--- src/design/toef_ram.sv ---
// Generic simple dual-port RAM with one write port and one registered read port.
// Standalone; no package dependency.
`default_nettype none

module toef_ram #(
    parameter int WIDTH = 8,
    parameter int DEPTH = 256
) (
    input  wire logic                     i_clk,
    input  wire logic                     i_we,
    input  wire logic [$clog2(DEPTH)-1:0] i_waddr,
    input  wire logic [WIDTH-1:0]         i_wdata,
    input  wire logic                     i_re,
    input  wire logic [$clog2(DEPTH)-1:0] i_raddr,
    output logic      [WIDTH-1:0]         o_rdata
);

    logic [WIDTH-1:0] r_mem [DEPTH];

    always_ff @(posedge i_clk) begin
        if (i_we) begin
            r_mem[i_waddr] <= i_wdata;
        end
        if (i_re) begin
            o_rdata <= r_mem[i_raddr];
        end
    end

endmodule

`default_nettype wire

--- config.mk ---
export PLATFORM = sky130hd
export DESIGN_NAME = toef_ram
export DESIGN_NICKNAME = d
export VERILOG_FILES = /design/src/design/toef_ram.sv
export SDC_FILE = /design/constraint.sdc
export NUM_CORES = 2
export LEC_CHECK = 0
export BUFFER_PORTS_ARGS = -buffer_cell sky130_fd_sc_hd__buf_4
export CAP_MARGIN = 40
export CORE_MARGIN = 2
export CORE_UTILIZATION = 60
export DETAILED_ROUTE_END_ITERATION = 7
export GPL_ROUTABILITY_DRIVEN = 1
export HOLD_SLACK_MARGIN = 0.1
export PLACE_DENSITY = 0.83
export SYNTH_ARGS = -nofsm -noshare
export SYNTH_HDL_FRONTEND = slang
export SYNTH_SLANG_ARGS = --single-unit
--- constraint.sdc ---
create_clock -name i_clk -period 3.1 [get_ports i_clk]
set_input_delay 0.62 -clock i_clk [delete_from_list [all_inputs] [get_ports i_clk]]
set_output_delay 0.62 -clock i_clk [all_outputs]
set_load 0.01 [all_outputs]
==> qor.json <==
{
  "cpLargestDelayFamily": {"value": "buffers and inverters"},
  "detailed_place.area": {"value": 86200, "unit": "µm²"},
  "globalRouteMet1Util": {"value": 42.3, "unit": "%"},
  "worstHoldPathType": {"value": "primary input to register"},
  "nNetsFinal": {"value": 4366},
  "synth_seq_cells": {"value": 2056},
  "setup.worst_path.start": {"value": "i_raddr[0]"},
  "timing.critical_path.to_type": {"value": "register"},
  "crit_path_slowest_cell": {"value": "sky130_fd_sc_hd__mux4_2"},
  "mappedNetlistArea": {"value": 79600, "unit": "µm²"},
  "routedWlPerCell": {"value": 35.2, "unit": "µm"},
  "synth_largest_area_cell": {"value": "sky130_fd_sc_hd__edfxtp_1"},
  "post-route-cell-area": {"value": 92400, "unit": "µm²"},
  "crit_path_start_kind": {"value": "primary input"},
  "numCtsBuffers": {"value": 192},
  "vdd_drop_max": {"value": 0.689, "unit": "mV"},
  "clk_pin_slew_worst_paths": {"value": 60, "unit": "ps"},
  "total_power": {"value": 57.7, "unit": "mW"},
  "ys_seq_area_share": {"value": 77.5, "unit": "%"},
  "max_slew_margin": {"value": 30.7, "unit": "%"},
  "die-area": {"value": 136000, "unit": "µm²"},
  "cts-root-buf": {"value": "sky130_fd_sc_hd__clkbuf_16"},
  "cts.repair_timing.setup_buffer_count": {"value": 0},
  "synthArstFlopShare": {"value": 0, "unit": "%"},
  "post_synth_edffs": {"value": 2056},
  "rsz0062_at_grt": {"value": "no"},
  "row_count": {"value": 133},
  "tightestPinTransition": {"value": 1040, "unit": "ps"},
  "finalWorstPathRequiredPeriod": {"value": 2920, "unit": "ps"},
  "yosys.cell_count.top_type": {"value": "sky130_fd_sc_hd__edfxtp_1"},
  "timing.rr.end": {"value": "o_rdata[0]"},
  "numPortBuffers": {"value": 34},
  "most_used_routing_layer": {"value": "met2"},
  "critical_path_buf_inv_count": {"value": 6},
  "area_contributors_post_synth": {"value": "sky130_fd_sc_hd__edfxtp_1, sky130_fd_sc_hd__mux4_2, sky130_fd_sc_hd__mux2i_1"},
  "drv_slew": {"value": 0},
  "globalRouteMet3Util": {"value": 9.09, "unit": "%"},
  "run_status": {"value": "complete, no violations"},
  "global_route.usage.met2": {"value": 51.7, "unit": "%"},
  "worstPathCellList": {"value": "buf_8 > buf_12 > buf_12 > buf_12 > mux4_2 > a22o_1 > nor3_1 > buf_4 > a21oi_1 > a22oi_1 > buf_4 > nor4_2"},
  "clk-insertion-delay-late": {"value": 840, "unit": "ps"},
  "crit_fanout": {"value": 15},
  "cap_violations": {"value": 0},
  "syn_to_final_growth": {"value": 16.1, "unit": "%"},
  "via_count_of_the_first_global_routing_pass": {"value": 45164},
  "final.period_utilization": {"value": 94.1, "unit": "%"},
  "synth_top_cells_by_count": {"value": "sky130_fd_sc_hd__edfxtp_1, sky130_fd_sc_hd__mux4_2, sky130_fd_sc_hd__nor2_1, sky130_fd_sc_hd__mux2i_1, sky130_fd_sc_hd__a22oi_1"},
  "core-area": {"value": 132000, "unit": "µm²"},
  "post-dp-hpwl": {"value": 127, "unit": "mm"},
  "critical_path_arrival": {"value": 3520, "unit": "ps"},
  "leakagePower": {"value": 29.9, "unit": "nW"},
  "cts_tree": {"value": "done"},
  "hold_path.startpoint": {"value": "i_wdata[5]"},
  "cp_data_required_time": {"value": 3700, "unit": "ps"},
  "synth_cells": {"value": 3733},
  "hold_end": {"value": "r_mem[165][5]"},
  "grt_max_degree": {"value": 106},
  "die_span_in_y": {"value": 368, "unit": "µm"},
  "synthFlopType": {"value": "sky130_fd_sc_hd__edfxtp_1"},
  "timing.fmax": {"value": 343, "unit": "MHz"},
  "htreeDepth": {"value": 4},
  "number_of_drc_violations_after_detailed_routing_iteration_0": {"value": 8188},
  "die_width": {"value": 368, "unit": "µm"},
  "finalWeightedCongestion": {"value": 0.900},
  "via_count": {"value": 44815},
  "hold_viol": {"value": 0},
  "num-fill-cells": {"value": 6951},
  "synth_cell_type_count": {"value": 54},
  "drive_above_1_share": {"value": 30.7, "unit": "%"},
  "remaining_drcs": {"value": 0},
  "cts.path.max_buffers": {"value": 3},
  "design.portCount": {"value": 35},
  "synthesis.yosys.warnings": {"value": 0},
  "cts_num_sinks": {"value": 2056},
  "synth_area_per_cell": {"value": 21.3, "unit": "µm²"},
  "globalRouteOverflowTotal": {"value": 0},
  "timing.setup.critical_path_class": {"value": "primary input to register"},
  "vias_per_cell": {"value": 7.17},
  "power-per-cell-area": {"value": 624, "unit": "nW/µm²"},
  "detail-route-antenna-nets": {"value": 0},
  "reg2reg_depth": {"value": 8},
  "finClkSkew": {"value": 45.0, "unit": "ps"},
  "critPathMostFrequentCell": {"value": "sky130_fd_sc_hd__buf_12"},
  "initial_core_util": {"value": 60.5, "unit": "%"},
  "startpoint_of_the_worst_register_to_register_path": {"value": "r_mem[101][0]"},
  "path_depth": {"value": 12},
  "number_of_antenna_violations_at_the_first_check_in_global_routing": {"value": 5},
  "synthesis.nets": {"value": 3760},
  "critical-path-max-stage-delay": {"value": 520, "unit": "ps"},
  "detail_route.wirelength": {"value": 220, "unit": "mm"},
  "grt_first_pass_wirelength": {"value": 317, "unit": "mm"},
  "grt_usage": {"value": 32.8, "unit": "%"},
  "netlist.area_leader.share": {"value": 77.5, "unit": "%"},
  "rrSetupSlack": {"value": 220, "unit": "ps"},
  "iteration_count_of_the_initial_detailed_routing_pass": {"value": 7},
  "hold_crit_depth": {"value": 1},
  "setup_violations": {"value": 0}
}
## how the worst max path moves through the flow
| stage | endpoint | slack [ps] |
|---|---|---|
| 2_1_floorplan | o_rdata[2] | 400 |
| 3_3_place_gp | o_rdata[6] | -530 |
| 3_5_place_dp | o_rdata[1] | -520 |
| 4_1_cts | o_rdata[0] | 260 |
| 5_1_grt | o_rdata[1] | 160 |
| 6_report | o_rdata[6] | 180 |
## stage by stage
step | cells | hold WS, ps | utilization (%) | setup WS [ps] | setup TNS [ps]
floorplan | 3733 | 719 | - | 404 | 0
global placement | 5899 | 985 | 65.5 | -534 | -3000
detailed placement | 5899 | 983 | 65.5 | -521 | -3360
CTS | 6245 | 309 | 70.2 | 257 | 0
global route | 6245 | 338 | 70.2 | 155 | 0
finish | 6252 | 352 | 70.2 | 182 | 0
## cell type report
class,instances,area [µm²],share of cell area (%)
antenna,7,17.5,0.0190
clock buffer,237,5040,5.45
clock inverter,108,1200,1.30
inverter,2,7.51,0.00812
multi-input combinational,1442,16500,17.8
sequential,2056,61700,66.8
tap,1755,2200,2.38
timing repair buffer,645,5760,6.23
## report_power, final
part | internal [mW] | leakage (nW) | switching, mW | total [mW]
combinational | 1.23 | 8.39 | 2.00 | 3.23
clock | 13.5 | 3.04 | 10.3 | 23.8
sequential | 30.7 | 18.5 | 0.0516 | 30.7
total | 45.3 | 29.9 | 12.4 | 57.7
## routing by layer
metal / vias to the layer above / wire length [µm]
li1: 16896 / -
met1: 22503 / 70500
met2: 4536 / 105000
met3: 874 / 30900
met4: 6 / 13700
met5: - / 34
## flip-flops by register name, indices dropped and copies added, names as in the netlist
| signal | cells |
|---|---|
| o_rdata | 8 |
| r_mem | 2048 |
## cell usage in the layout, fill, tap and decap left out, types with 3 or more instances in the layout
cell type / count
sky130_fd_sc_hd__a221oi_1: 13
sky130_fd_sc_hd__mux2i_1: 134
sky130_fd_sc_hd__clkinv_1: 41
sky130_fd_sc_hd__nor2b_1: 28
sky130_fd_sc_hd__clkinvlp_4: 4
sky130_fd_sc_hd__nor4_2: 3
sky130_fd_sc_hd__clkbuf_1: 42
sky130_fd_sc_hd__nor3_1: 22
sky130_fd_sc_hd__inv_6: 3
sky130_fd_sc_hd__bufinv_16: 23
sky130_fd_sc_hd__o21ai_0: 10
sky130_fd_sc_hd__a21oi_1: 96
sky130_fd_sc_hd__o32ai_1: 4
sky130_fd_sc_hd__mux4_2: 454
sky130_fd_sc_hd__clkbuf_16: 195
sky130_fd_sc_hd__buf_12: 68
sky130_fd_sc_hd__nand2_1: 33
sky130_fd_sc_hd__a22o_1: 8
sky130_fd_sc_hd__o221ai_1: 46
sky130_fd_sc_hd__nor2_1: 279
sky130_fd_sc_hd__nor4_1: 24
sky130_fd_sc_hd__and2_1: 6
sky130_fd_sc_hd__nand2b_1: 8
sky130_fd_sc_hd__o22ai_1: 28
sky130_fd_sc_hd__buf_4: 566
sky130_fd_sc_hd__or2_2: 4
sky130_fd_sc_hd__nand3_1: 34
sky130_fd_sc_hd__clkinv_4: 3
sky130_fd_sc_hd__o211ai_1: 10
sky130_fd_sc_hd__a211oi_1: 16
sky130_fd_sc_hd__o22a_1: 5
sky130_fd_sc_hd__clkbuf_8: 8
sky130_fd_sc_hd__diode_2: 7
sky130_fd_sc_hd__clkinv_2: 29
sky130_fd_sc_hd__edfxtp_1: 2056
sky130_fd_sc_hd__a22oi_1: 133
sky130_fd_sc_hd__nand4_1: 10
## kinds of logic after synthesis
family | count (synthesis) | share of synthesized area, %
flops | 2056 | 77.5
mux | 591 | 14.6
simple gates | 466 | 2.63
compound gates | 385 | 3.42
buf+inv | 235 | 1.83
## what timing repair did
action | CTS | global route
hold buffers | 1 | 0
gates resized for setup | 0 | 0
hold endpoints to repair | 2 | 0
No activity file was read; power rests on OpenSTA's default activity.
