File: config.mk
export PLATFORM = sky130hd
export DESIGN_NAME = toef_ctrl
export DESIGN_NICKNAME = d
export VERILOG_FILES = /design/src/design/toef_pkg.sv /design/src/design/toef_ctrl.sv
export SDC_FILE = /design/constraint.sdc
export NUM_CORES = 1
export LEC_CHECK = 0
export ABC_AREA = 1
export BUFFER_PORTS_ARGS = -buffer_cell sky130_fd_sc_hd__buf_2
export CAP_MARGIN = 20
export CORE_MARGIN = 2
export CORE_UTILIZATION = 55
export DETAILED_ROUTE_END_ITERATION = 8
export GPL_TIMING_DRIVEN = 0
export PLACE_DENSITY = 0.79
export SLEW_MARGIN = 20
export SYNTH_ARGS = -nofsm -noshare
export SYNTH_HDL_FRONTEND = slang
export SYNTH_SLANG_ARGS = --single-unit
File: constraint.sdc
create_clock -name i_clk -period 6.76 [get_ports i_clk]
set_clock_uncertainty 0.15 [all_clocks]
set_input_delay 1.352 -clock i_clk [delete_from_list [all_inputs] [get_ports i_clk]]
set_output_delay 1.352 -clock i_clk [all_outputs]
set_load 0.05 [all_outputs]
File: src/design/toef_pkg.sv
// Package for the terminal output escape filter.
// Holds sizes, byte codes, phase codes, shared types and ring helpers.
// Has no dependencies; every design file but toef_ram imports it.
`default_nettype none

package toef_pkg;

    // Sizes of the scrollback ring and the chunk-end trim threshold.
    localparam int RING_DEPTH = 8192;
    localparam int CAP_BYTES  = 4096;

    localparam int ADDR_W = $clog2(RING_DEPTH);
    localparam int LEN_W  = $clog2(RING_DEPTH + 1);
    localparam int OFS_W  = 13;
    localparam int BYTE_W = 8;
    localparam int SUM_W  = ((LEN_W > OFS_W) ? LEN_W : OFS_W) + 1;

    localparam logic [LEN_W-1:0] DEPTH_L     = LEN_W'(RING_DEPTH);
    localparam logic [LEN_W-1:0] DEPTH_M1_L  = LEN_W'(RING_DEPTH - 1);
    localparam logic [SUM_W-1:0] DEPTH_S     = SUM_W'(RING_DEPTH);
    // A cap at or above the ring depth can never be exceeded, so it clamps to the depth.
    localparam int               CAP_EFF     = (CAP_BYTES < RING_DEPTH) ? CAP_BYTES : RING_DEPTH;
    localparam logic [LEN_W-1:0] CAP_L       = LEN_W'(CAP_EFF);
    localparam logic [LEN_W-1:0] KEEP_L      = LEN_W'(CAP_EFF * 3 / 4);

    // Request codes.
    localparam logic REQ_APPEND = 1'b0;
    localparam logic REQ_READ   = 1'b1;

    // Byte codes seen by the escape parser.
    localparam logic [7:0] CH_BEL       = 8'h07;
    localparam logic [7:0] CH_BS        = 8'h08;
    localparam logic [7:0] CH_LF        = 8'h0A;
    localparam logic [7:0] CH_CR        = 8'h0D;
    localparam logic [7:0] CH_ESC       = 8'h1B;
    localparam logic [7:0] CH_LBRACKET  = 8'h5B;
    localparam logic [7:0] CH_BSLASH    = 8'h5C;
    localparam logic [7:0] CH_RBRACKET  = 8'h5D;
    localparam logic [7:0] CSI_FINAL_LO = 8'h40;
    localparam logic [7:0] CSI_FINAL_HI = 8'h7E;

    // Escape phase codes as shown on the output.
    localparam logic [1:0] PHASE_TEXT = 2'd0;
    localparam logic [1:0] PHASE_ESC  = 2'd1;
    localparam logic [1:0] PHASE_CSI  = 2'd2;
    localparam logic [1:0] PHASE_OSC  = 2'd3;

    typedef enum logic [3:0] {
        ESC_TEXT = 4'b0001,
        ESC_SEEN = 4'b0010,
        ESC_CSI  = 4'b0100,
        ESC_OSC  = 4'b1000
    } t_esc_state;

    typedef struct packed {
        logic [LEN_W-1:0] kept_len;
        logic [LEN_W-1:0] line_len;
        logic             cr_pending;
        t_esc_state       esc;
    } t_status;

    typedef struct packed {
        logic              we;
        logic [ADDR_W-1:0] waddr;
        logic [BYTE_W-1:0] wdata;
        logic              re;
        logic [ADDR_W-1:0] raddr;
    } t_mem_cmd;

    // Folds a sum below twice the depth back into the ring.
    function automatic logic [ADDR_W-1:0] ring_wrap(input logic [SUM_W-1:0] s);
        logic [SUM_W-1:0] t;
        t = (s >= DEPTH_S) ? (s - DEPTH_S) : s;
        return t[ADDR_W-1:0];
    endfunction

    function automatic logic [1:0] phase_code(input t_esc_state e);
        logic [1:0] p;
        case (e)
            ESC_SEEN: p = PHASE_ESC;
            ESC_CSI:  p = PHASE_CSI;
            ESC_OSC:  p = PHASE_OSC;
            default:  p = PHASE_TEXT;
        endcase
        return p;
    endfunction

endpackage

`default_nettype wire

File: src/design/toef_ctrl.sv
// Control state of the filter: escape parser, line and length tracking, ring pointers.
// Produces the ring memory command for each word. Depends on toef_pkg.
`default_nettype none

module toef_ctrl import toef_pkg::*; (
    input  wire logic              i_clk,
    input  wire logic              i_rst_n,
    input  wire logic              i_append,
    input  wire logic              i_read,
    input  wire logic [BYTE_W-1:0] i_data_byte,
    input  wire logic              i_chunk_end,
    input  wire logic [OFS_W-1:0]  i_read_offset,
    output t_mem_cmd               o_mem,
    output t_status                o_stat_next
);

    t_esc_state        r_esc, n_esc;
    logic              r_cr, n_cr;
    logic [ADDR_W-1:0] r_head, n_head;
    logic [LEN_W-1:0]  r_len, n_len;
    logic [LEN_W-1:0]  r_line, n_line;

    always_comb begin
        logic              v_store;
        logic [LEN_W-1:0]  v_drop;
        logic [ADDR_W-1:0] v_waddr;
        n_esc   = r_esc;
        n_cr    = r_cr;
        n_head  = r_head;
        n_len   = r_len;
        n_line  = r_line;
        v_store = 1'b0;
        v_drop  = '0;
        v_waddr = '0;
        if (i_append) begin
            case (r_esc)
                ESC_SEEN: begin
                    if (i_data_byte == CH_LBRACKET) begin
                        n_esc = ESC_CSI;
                    end else if (i_data_byte == CH_RBRACKET) begin
                        n_esc = ESC_OSC;
                    end else begin
                        n_esc = ESC_TEXT;
                    end
                end
                ESC_CSI: begin
                    if (i_data_byte >= CSI_FINAL_LO && i_data_byte <= CSI_FINAL_HI) begin
                        n_esc = ESC_TEXT;
                    end
                end
                ESC_OSC: begin
                    if (i_data_byte == CH_BEL || i_data_byte == CH_BSLASH) begin
                        n_esc = ESC_TEXT;
                    end
                end
                ESC_TEXT: begin
                    if (i_data_byte == CH_ESC) begin
                        n_esc = ESC_SEEN;
                    end else if (i_data_byte == CH_CR) begin
                        n_cr = 1'b1;
                    end else if (i_data_byte == CH_LF) begin
                        n_cr    = 1'b0;
                        v_store = 1'b1;
                    end else if (i_data_byte == CH_BS) begin
                        n_cr = 1'b0;
                        if (r_line != '0) begin
                            n_line = r_line - 1'b1;
                            n_len  = r_len - 1'b1;
                        end
                    end else if (i_data_byte != CH_BEL) begin
                        // A pending carriage return erases the current line first.
                        if (r_cr) begin
                            n_len  = r_len - r_line;
                            n_line = '0;
                            n_cr   = 1'b0;
                        end
                        v_store = 1'b1;
                    end
                end
                default: n_esc = ESC_TEXT;
            endcase

            if (v_store) begin
                // A full ring gives up its oldest byte.
                if (n_len >= DEPTH_L) begin
                    n_head = ring_wrap(SUM_W'(n_head) + SUM_W'(1));
                    n_len  = DEPTH_M1_L;
                end
                v_waddr = ring_wrap(SUM_W'(n_head) + SUM_W'(n_len));
                n_len   = n_len + 1'b1;
                n_line  = (i_data_byte == CH_LF) ? '0 : (n_line + 1'b1);
                if (n_line > n_len) begin
                    n_line = n_len;
                end
            end

            if (i_chunk_end && (n_len > CAP_L)) begin
                v_drop = n_len - KEEP_L;
                n_head = ring_wrap(SUM_W'(n_head) + SUM_W'(v_drop));
                n_len  = KEEP_L;
                if (n_line > n_len) begin
                    n_line = n_len;
                end
            end
        end

        o_mem.we    = v_store;
        o_mem.waddr = v_waddr;
        o_mem.wdata = i_data_byte;
        o_mem.re    = i_read && (SUM_W'(i_read_offset) < SUM_W'(r_len));
        o_mem.raddr = ring_wrap(SUM_W'(r_head) + SUM_W'(i_read_offset));

        o_stat_next.kept_len   = n_len;
        o_stat_next.line_len   = n_line;
        o_stat_next.cr_pending = n_cr;
        o_stat_next.esc        = n_esc;
    end

    always_ff @(posedge i_clk) begin
        if (!i_rst_n) begin
            r_esc  <= ESC_TEXT;
            r_cr   <= 1'b0;
            r_head <= '0;
            r_len  <= '0;
            r_line <= '0;
        end else begin
            r_esc  <= n_esc;
            r_cr   <= n_cr;
            r_head <= n_head;
            r_len  <= n_len;
            r_line <= n_line;
        end
    end

    a_line_in_len: assert property (@(posedge i_clk) disable iff (!i_rst_n)
        r_line <= r_len)
        else $error("line length exceeds kept length");

    a_len_in_ring: assert property (@(posedge i_clk) disable iff (!i_rst_n)
        r_len <= DEPTH_L)
        else $error("kept length exceeds ring depth");

    a_read_holds: assert property (@(posedge i_clk) disable iff (!i_rst_n)
        (i_read && !i_append) |=> ($stable(r_len) && $stable(r_head) && $stable(r_line)))
        else $error("read request changed the ring state");

endmodule

`default_nettype wire

==> impl_results.md <==
- Outcome: complete, but fails checks
- Failing checks: DRC, setup timing
- Synth top area share: 0.165
- Setup crit start kind: primary input
- Hold_buf cts: 0
- Worst EP arrival: roughly 6.6 ns
- Setup Viol. Count Final: 31
- Slew HR: 0.288
- Final slew viol count: 0
- Total gr overflow: 0
- Top cell by count, worst path: nor2_4
- Worst setup EP type: primary output
- YS warnings: 0
- Finished Cell Area: between 10000 and 15000 µm²
- Post-DRT Antenna Nets: 0
- Comb power frac: 0.759
- Drt via density: 6.11
- Area contributors post-synth: nand2_1 16%, ha_1 12%, dfxtp_1 11%
- CTS Buf Count: 5
- P_int: ~1.1 mW
- Static Leak: about 6 nW
- Seq pwr share: 0.130
- Cell Area, Synth: 8470 µm²
- Clock sink count: 46
- Worst skew pair latency: 0.31 ns
- 1st-pass router iterations: 9
- Crit-path max FO: 7
- DRT iter0 DRCs: 1448
- Worst path slowest cell: ha_1
- Uppermost layer routed: met4
- Final wirelength: between 30000 and 40000 µm
- FFs w/ async S/R, synth: 0
- Share of the yosys chip area belonging to registers: 0.109
- Ys flop type: dfxtp_1
- Unrepaired setup endpoints after global routing: true
- Met2 routed wirelength: between 15000 and 20000 µm
- Final Cycle Share: 1.20
- Antenna diodes: 0
- Final #Nets: between 1500 and 2000
- Initial antenna violation count: 0
- Placed Area: between 9000 and 10000 µm²
- Total GRT Usage: 0.387
- CTS H-tree lvls: 2
- Cells after synthesis: between 1000 and 1500
- Final Hold Viols: 0
- Utilization after layout: 0.782
- Max clock buf depth: 2
- Clock share of power: 0.111
- Via count: about 11000
- RePlAce Congestion: a little over 1
- Ports: between 90 and 100
- Die area: 16400 µm²
- Post-route DRC: 7
- Clk root buf: clkbuf_16
- Area delta synth->final: 39.8%
- Met3 WL: 3790 µm
- Req. time, crit path: between 5 and 6 ns
- Count of cell types in the netlist: 62
- Starting Density: 0.559
- Hold WS: between 0.3 and 0.4 ns
- Post-Synth Simple-Gate Area: 0.395
- Buffers on Ports: 93
- Largest net degree at the start of global routing: 17
- Post-Synth Adder-Cell Area: 0.125
- DIE WIDTH: between 100 and 150 µm
- Place WS: -1.68 ns
- Synthesized net count: 1522
- Shortest period the worst path allows: 8.10 ns
- Xor and xnor area share after synthesis: 0.0527
- Worst hold path class: flip-flop to flip-flop
- Slew @ Worst Pin: 1.07 ns
- Largest family of logic cells by synthesized area: simple AND/OR/NAND/NOR gates
- Setup CP Type: primary input to primary output
- Max stage delay on crit path: ~0.30 ns
- Layout cell share with drive strength beyond 1: 0.330
- Post-route insts no fill: about 1800
- Die H: 128 µm
- Fmax achieved: between 0.1 and 0.15 GHz
- Clock-pin slew on the worst setup and hold paths: roughly 0.080 ns
- Tot Pwr: between 2 and 2.5 mW
- CTS tree: done
- First-pass GRT wire length: around 50000 µm
- TNS Setup: -23.85 ns
- Seq cells post-synth: 46
- Core Area: roughly 15000 µm²
- Vias in the first global route: around 9800
- Num rows: 45
- Post-DP HPWL: around 24000 µm
- Post-synthesis mux area share: 0
- Post-synth EDFFs: 0
- Final WS setup: -1.34 ns
- PwrDens: between 200 and 250 nW/µm²
- Post-Route M1 WL: ~13000 µm
- Area leader, netlist: nand2_1
- Placed insts: 1694
- Sw power: between 1 and 1.5 mW
- Compound-Gate Fraction of Synth Area: 0.193
- VDD IR max: 0.000138 V
- WL/cell: 19.6 µm
- Mapped Avg Cell Area: ~6.0 µm²
- Max Cap Viol: 0
- Sw Share: 0.542
[layer usage]
metal  GRT usage  vias to the layer above
met3      0.0701                      265
met1       0.480                     4968
met5           0                        -
li1            -                     5041
met2       0.633                      803
met4       0.215                        0
[final timing paths]
kind                                              start                      end  slack, ns  cells past startpoint
worst max-delay path                     i_data_byte[6]           o_stat_next[5]      -1.34                     43
worst min-delay path            r_head[10]$_SDFFE_PN0P_  r_head[10]$_SDFFE_PN0P_       0.36                      2
worst max register to register     r_line[2]$_SDFF_PN0_     r_line[5]$_SDFF_PN0_       0.48                     37
worst min register to register  r_head[10]$_SDFFE_PN0P_  r_head[10]$_SDFFE_PN0P_       0.36                      2
[repair_timing]
action,4_1_cts,5_1_grt
pin swaps,62,72
gates cloned,4,0
setup endpoints to repair,35,35
gates resized for setup,215,146
buffers inserted,76,35
[worst max-delay path, delay by kind of cell]
family	cells	cell delay, ns
simple gates	31	3.55
buf+inv	8	0.78
fa+ha+maj	2	0.48
compound gates	2	0.41
[placed cells by master, fill, tap and decap left out, types with 6 or more instances in the layout]
| cell type | n |
|---|---|
| nand2_1 | 308 |
| inv_1 | 165 |
| buf_4 | 108 |
| nor2_1 | 107 |
| a21oi_1 | 90 |
| ha_1 | 72 |
| nand3_1 | 62 |
| o21ai_0 | 61 |
| buf_2 | 60 |
| nand2_2 | 56 |
| dfxtp_1 | 46 |
| xor2_1 | 37 |
| nor2_4 | 32 |
| buf_6 | 31 |
| inv_2 | 27 |
| o21ai_1 | 26 |
| buf_8 | 23 |
| nand2_4 | 22 |
| nand3_2 | 22 |
| nor2_2 | 19 |
| nand3_4 | 17 |
| nand4_1 | 17 |
| a21oi_2 | 16 |
| nand2_8 | 15 |
| o211ai_1 | 12 |
| o21a_1 | 12 |
| nor3_1 | 11 |
| xnor2_1 | 11 |
| o21ai_2 | 10 |
| buf_12 | 8 |
| ha_4 | 7 |
| o21bai_1 | 6 |
[sequential cells by signal, summed over array words and instances (netlist names)]
name    count
r_cr        1
r_line     14
r_head     13
r_len      14
r_esc       4
[final cells by class]
cell class | instances | area (µm²)
plain buffers | 41 | 337
fillers | 1079 | 3300
repair buffers | 204 | 1760
multi-input cells | 1124 | 7630
well taps | 188 | 235
clock buffers | 5 | 125
clock inverters | 3 | 23.8
inverters | 203 | 815
flip-flops and latches | 46 | 921
[synthesized netlist by cell type, types with 14 or more instances]
master / instances
nand2_1: 372
inv_1: 180
nor2_1: 133
a21oi_1: 98
ha_1: 80
nand3_1: 77
o21ai_0: 74
dfxtp_1: 46
xor2_1: 40
nand3_2: 21
o21ai_1: 21
inv_2: 20
nand2_2: 20
nand4_1: 17
nor3_1: 14
[power groups by stage]
| stage | Sequential (mW) | Clock (mW) | Combinational (mW) |
|---|---|---|---|
| 2_1_floorplan | 0.316 | 0 | 1.12 |
| 3_3_place_gp | 0.324 | 0 | 1.37 |
| 3_5_place_dp | 0.324 | 0 | 1.39 |
| 4_1_cts | 0.319 | 0.271 | 1.64 |
| 5_1_grt | 0.324 | 0.279 | 1.97 |
| 6_report | 0.322 | 0.274 | 1.87 |
[kinds of logic after synthesis]
logic type / count (synthesis)
AO/OA/AOI/OAI: 275
XOR/XNOR: 51
adder cells (fa/ha/maj): 83
buffers and inverters: 244
flip-flops: 46
AND/OR/NAND/NOR: 714
Note: power is estimated with default switching activity, not from simulation.
